**config.mk**
```make
export PLATFORM = sky130hd
export DESIGN_NAME = cbdt_ctrl
export DESIGN_NICKNAME = d
export VERILOG_FILES = /design/src/cbdt_pkg.sv /design/src/cbdt_ctrl.sv
export SDC_FILE = /design/constraint.sdc
export NUM_CORES = 1
export LEC_CHECK = 0
export BUFFER_PORTS_ARGS = -buffer_cell sky130_fd_sc_hd__buf_2
export CORE_AREA = 10 10 47 49
export DETAILED_ROUTE_END_ITERATION = 7
export DIE_AREA = 0 0 57 59
export MAX_ROUTING_LAYER = met4
export PLACE_DENSITY = 0.43
export SYNTH_ARGS = -nofsm -noshare
export SYNTH_HDL_FRONTEND = slang
export SYNTH_SLANG_ARGS = --single-unit
```
**constraint.sdc**
```tcl
create_clock -name clock -period 3 [get_ports clock]
set_input_delay 0.45 -clock clock [delete_from_list [all_inputs] [get_ports clock]]
set_output_delay 0.45 -clock clock [all_outputs]
set_load 0.005 [all_outputs]
```
**src/cbdt_pkg.sv**
```systemverilog
`timescale 1ns / 1ps
// ----------------------------------------------------------------------------
// City-block distance transform package
// Shared constants, item types, controller types and the size clamp.
// ----------------------------------------------------------------------------
package cbdt_pkg;

   // Largest image side and the widths that follow from it.
   localparam int MAX_SIDE    = 128;
   localparam int SIDE_BITS   = $clog2(MAX_SIDE);
   localparam int ADDR_BITS   = 2 * SIDE_BITS;
   localparam int STORE_DEPTH = MAX_SIDE * MAX_SIDE;
   // The forward pass can leave values up to MAX_SIDE before the backward pass.
   localparam int STORE_BITS  = $clog2(MAX_SIDE + 1);
   localparam int SIZE_BITS   = $clog2(MAX_SIDE + 1);

   // Fixed field widths of the items and the register port.
   localparam int CFG_BITS       = 8;
   localparam int CSR_INDEX_BITS = 8;
   localparam int COORD_BITS     = 7;
   localparam int DIST_BITS      = 7;

   // Reset value of both size registers.
   localparam logic [CFG_BITS-1:0] SIDE_RESET = 8'd128;

   // Register indexes.
   localparam logic [CSR_INDEX_BITS-1:0] REG_IMAGE_WIDTH  = 8'd0;
   localparam logic [CSR_INDEX_BITS-1:0] REG_IMAGE_HEIGHT = 8'd1;

   // Item commands.
   localparam logic CMD_LOAD = 1'b0;
   localparam logic CMD_READ = 1'b1;

   typedef struct packed {
      logic                  command;
      logic                  pixel;
      logic [COORD_BITS-1:0] read_row;
      logic [COORD_BITS-1:0] read_col;
   } req_item_type;

   typedef struct packed {
      logic [DIST_BITS-1:0] distance;
      logic                 ready_res;
   } rsp_item_type;

   typedef enum logic [2:0] {
      ST_IDLE,
      ST_FWD_READ,
      ST_FWD_WRITE,
      ST_BWD_READ,
      ST_BWD_WRITE
   } state_type;

   // Commands from the controller to the datapath.
   typedef struct packed {
      logic do_load;
      logic do_read;
      logic cfg_write;
      logic scan_update;
      logic scan_backward;
   } ctrl_cmd_type;

   // Status from the datapath to the controller.
   typedef struct packed {
      logic load_last;
      logic scan_last;
   } ctrl_status_type;

   // A size of zero acts as one, a size above the maximum acts as the maximum.
   function automatic logic [SIZE_BITS-1:0] clamp_side(input logic [CFG_BITS-1:0] v);
      logic [SIZE_BITS-1:0] r;
      if (v == '0) begin
         r = SIZE_BITS'(1);
      end else if (v > CFG_BITS'(MAX_SIDE)) begin
         r = SIZE_BITS'(MAX_SIDE);
      end else begin
         r = SIZE_BITS'(v);
      end
      return r;
   endfunction

endpackage

```
**src/cbdt_ctrl.sv**
```systemverilog
`timescale 1ns / 1ps
// ----------------------------------------------------------------------------
// Distance transform controller
// Accepts items and register writes, and sequences the two raster passes.
// ----------------------------------------------------------------------------
module cbdt_ctrl (
   input  logic                      clock,
   input  logic                      reset,
   input  logic                      start,
   input  logic                      command,
   input  logic                      csr_valid,
   input  cbdt_pkg::ctrl_status_type status,
   output logic                      busy,
   output logic                      csr_ready,
   output cbdt_pkg::ctrl_cmd_type    cmd
);

   cbdt_pkg::state_type state_ff;
   cbdt_pkg::state_type state_in;

   // State register.
   always_ff @(posedge clock) begin
      if (reset) begin
         state_ff <= cbdt_pkg::ST_IDLE;
      end else begin
         state_ff <= state_in;
      end
   end

   // Next state. Each pixel of a pass goes through a read state and then an update state.
   always_comb begin
      state_in = state_ff;
      case (state_ff)
         cbdt_pkg::ST_IDLE: begin
            if (start && command == cbdt_pkg::CMD_LOAD && status.load_last) begin
               state_in = cbdt_pkg::ST_FWD_READ;
            end
         end
         cbdt_pkg::ST_FWD_READ: begin
            state_in = cbdt_pkg::ST_FWD_WRITE;
         end
         cbdt_pkg::ST_FWD_WRITE: begin
            state_in = status.scan_last ? cbdt_pkg::ST_BWD_READ : cbdt_pkg::ST_FWD_READ;
         end
         cbdt_pkg::ST_BWD_READ: begin
            state_in = cbdt_pkg::ST_BWD_WRITE;
         end
         cbdt_pkg::ST_BWD_WRITE: begin
            state_in = status.scan_last ? cbdt_pkg::ST_IDLE : cbdt_pkg::ST_BWD_READ;
         end
         default: begin
            state_in = cbdt_pkg::ST_IDLE;
         end
      endcase
   end

   // Outputs and datapath commands.
   always_comb begin
      busy              = 1'b1;
      csr_ready         = 1'b0;
      cmd.do_load       = 1'b0;
      cmd.do_read       = 1'b0;
      cmd.cfg_write     = 1'b0;
      cmd.scan_update   = 1'b0;
      cmd.scan_backward = 1'b0;
      case (state_ff)
         cbdt_pkg::ST_IDLE: begin
            busy          = 1'b0;
            csr_ready     = 1'b1;
            cmd.cfg_write = csr_valid;
            cmd.do_load   = start && command == cbdt_pkg::CMD_LOAD;
            cmd.do_read   = start && command == cbdt_pkg::CMD_READ;
         end
         cbdt_pkg::ST_FWD_READ: begin
            cmd.scan_backward = 1'b0;
         end
         cbdt_pkg::ST_FWD_WRITE: begin
            cmd.scan_update = 1'b1;
         end
         cbdt_pkg::ST_BWD_READ: begin
            cmd.scan_backward = 1'b1;
         end
         cbdt_pkg::ST_BWD_WRITE: begin
            cmd.scan_update   = 1'b1;
            cmd.scan_backward = 1'b1;
         end
         default: begin
            busy = 1'b1;
         end
      endcase
   end

endmodule

```
==> qor.csv <==
metric;value;unit
status;completed;
drc;0;
synth-compound-area-share;12.8;%
place_ws;1.43;ns
drt_iter0_drc;2;
finalClockSkew;0.00462;ns
r2r_cells;2;
rsz0062_at_grt;no;
synthAdderAreaFrac;0;%
detail_route.wl_per_cell;10.5;um
max-cap-violations;0;
ant_nets;0;
worstMarginPinSlew;0.382;ns
synth.yosys.seq_area_share;29.3;%
port_buffers;13;
numCtsBuffers;3;
cp_slowest_stage_delay;0.47;ns
cts_resized;0;
max_clock_freq;0.552;GHz
top_regs;state_ff (3);
num_io_pins;14;
die_h;59;um
hpwl;450;um
grt_pass1_wl;1.08;mm
maxSlewViolCount;0;
hold_ws;0.426;ns
powerDensity;443;nW/um^2
grtUsageTotal;4.16;%
synth_fp_nets;31;
r2r_end;state_ff[1]$_SDFFE_PP0P_;
mappedNetlistArea;205;sq um
hold_viol_final;0;
cts-root-buf;clkbuf_4;
cp-endpoint;cmd[0];
routed_wl;575;um
gr-total-overflow;0;
die_area;3360;sq um
place_congestion;0.729;
finalCritPeriodShare;60.4;%
cts_tree;built;
start_kind;flip-flop;
die_w;57;um
ff2ff_setup_slack;1.85;ns
synthSimpleGateAreaFrac;43.9;%
cts_hold_buf;0;
fin_cells;55;
largest_reg_flops;3;
final_util;21.4;%
antenna_found_initial;0;
synth-seq-cells;3;
yosysUniqueCellTypes;17;
num_rows;14;
layout-drive-gt1-share;46.2;%
vias_per_cell;4.11;
area.growth.synth_to_final;46.3;%
r2r_start;state_ff[2]$_SDFFE_PP0P_;
finalWorstPathRequiredPeriod;1.81;ns
cts_buffer_depth;2;
worst_ep_required_time;2.55;ns
synth_top_family_by_area;simple AND/OR/NAND/NOR gates;
synthXorXnorAreaFrac;4.27;%
num-fill-cells;172;
clock_latency;0.23;ns
top_register;state_ff;
grt_pass1_vias;270;
tns;0;ns
slew_headroom;74.4;%
crit_path_cell_trace;or3b_2 -> o21ai_0 -> buf_2;
htreeDepth;1;
first_pass_iters;3;
syn_inst;24;
cp_data_arrival_time;1.36;ns
cellLeakagePower;0.153;nW
clock_sinks;3;
start_util;14.6;%
grt_max_degree;11;
crit_type;reg2out;
placedCellCount;51;
hold_path_class;in2reg;
timing.final.ws_setup;1.19;ns
coreArea;1400;sq um
clkTransAtPathRegs;0.04;ns
synth_area_per_cell;8.55;sq um
slowest_stage;dfxtp_1;
cts_setup_buffers;0;
endpoint_kind;output port;
antennaDiodeCount;0;
vias;226;
crit_start;state_ff[2]$_SDFFE_PP0P_;
fin_nets;47;
cp_max_fo;10;
ir_drop;0.126;mV
yosysWarnings;0;
setup_viol;0;
synthMuxAreaShare;0;%
Yosys cell counts (all sizes together):
cell | instances | share of area (%)
xnor2 | 1 | 4.3
o311a | 1 | 4.9
dfxtp | 3 | 29
nor3 | 2 | 4.9
nand2 | 1 | 1.8
or4b | 1 | 4.9
and2 | 1 | 3.1
buf | 2 | 7.9
and3 | 1 | 3.1
nor2 | 2 | 3.7
inv | 1 | 1.8
a31oi | 1 | 3.1
or3b | 2 | 8.5
nand4bb | 1 | 5.5
and3b | 2 | 8.5
o21ai | 2 | 4.9
through the flow:
stage                     cell area [sq um]  power [mW]
after floorplan                         205      0.0533
after global placement                  274      0.0643
after detailed placement                274      0.0640
after CTS                               300       0.138
after global routing                    300       0.146
final                                   300       0.133
area by class of cell:
| cell class | count | area [sq um] | area share, % |
|---|---|---|---|
| clock buffers | 4 | 26.3 | 8.75 |
| inverters | 1 | 3.75 | 1.25 |
| multi-input cells | 18 | 125 | 41.7 |
| flip-flops and latches | 3 | 60.1 | 20.0 |
| well taps | 16 | 20.0 | 6.67 |
| repair buffers | 13 | 65.1 | 21.7 |
per-layer routing:
layer | GRT usage [%] | part of all wire, % | up-vias
li1 | - | - | 118
met1 | 4.59 | 58 | 97
met2 | 5.27 | 37 | 11
met3 | 1.93 | 4.3 | 0
met4 | 4.03 | 0 | 0
met5 | - | 0 | -
critical path: cells and delay by family, from the launching register on:
family,cells,cell delay (ns)
buffers and inverters,1,0.13
AO/OA/AOI/OAI,1,0.07
flip-flops,1,0.47
AND/OR/NAND/NOR,1,0.46
power by group:
part	internal, mW	leakage (nW)	switching, mW
logic	0.0111	0.114	0.00809
clock network	0.0498	0.0150	0.0203
registers	0.0414	0.0243	0.00241
total	0.102	0.153	0.0308
logic make-up (layout without fill, tap and decap cells):
family          Yosys count  after routing
compound gates            4              4
xor+xnor                  1              1
buf+inv                   3             18
flops                     3              3
simple gates             13             13
how the worst min path moves through the flow:
stage / from / end / slack [ns] / cells after the start
2_1_floorplan: state_ff[0]$_SDFFE_PP0P_ / state_ff[2]$_SDFFE_PP0P_ / 0.50 / 2
3_3_place_gp: state_ff[0]$_SDFFE_PP0P_ / state_ff[2]$_SDFFE_PP0P_ / 0.55 / 2
3_5_place_dp: state_ff[0]$_SDFFE_PP0P_ / state_ff[2]$_SDFFE_PP0P_ / 0.55 / 2
4_1_cts: reset / state_ff[1]$_SDFFE_PP0P_ / 0.42 / 2
5_1_grt: reset / state_ff[1]$_SDFFE_PP0P_ / 0.42 / 2
6_report: reset / state_ff[1]$_SDFFE_PP0P_ / 0.43 / 2
cell usage in the layout (no fill, tap or decap):
cell       netlist  final
nor3_1           2      2
xnor2_1          1      1
nor2_1           2      2
or4b_1           1      1
and2_1           1      1
clkbuf_4         0      3
nand2_1          1      1
inv_1            1      1
a31oi_1          1      1
o21ai_0          2      2
nand4bb_1        1      1
buf_2            1     13
and3_1           1      1
dfxtp_1          3      3
and3b_1          2      2
clkbuf_1         0      1
o311a_1          1      1
or3b_2           2      2
No activity file was read; power rests on OpenSTA's default activity.
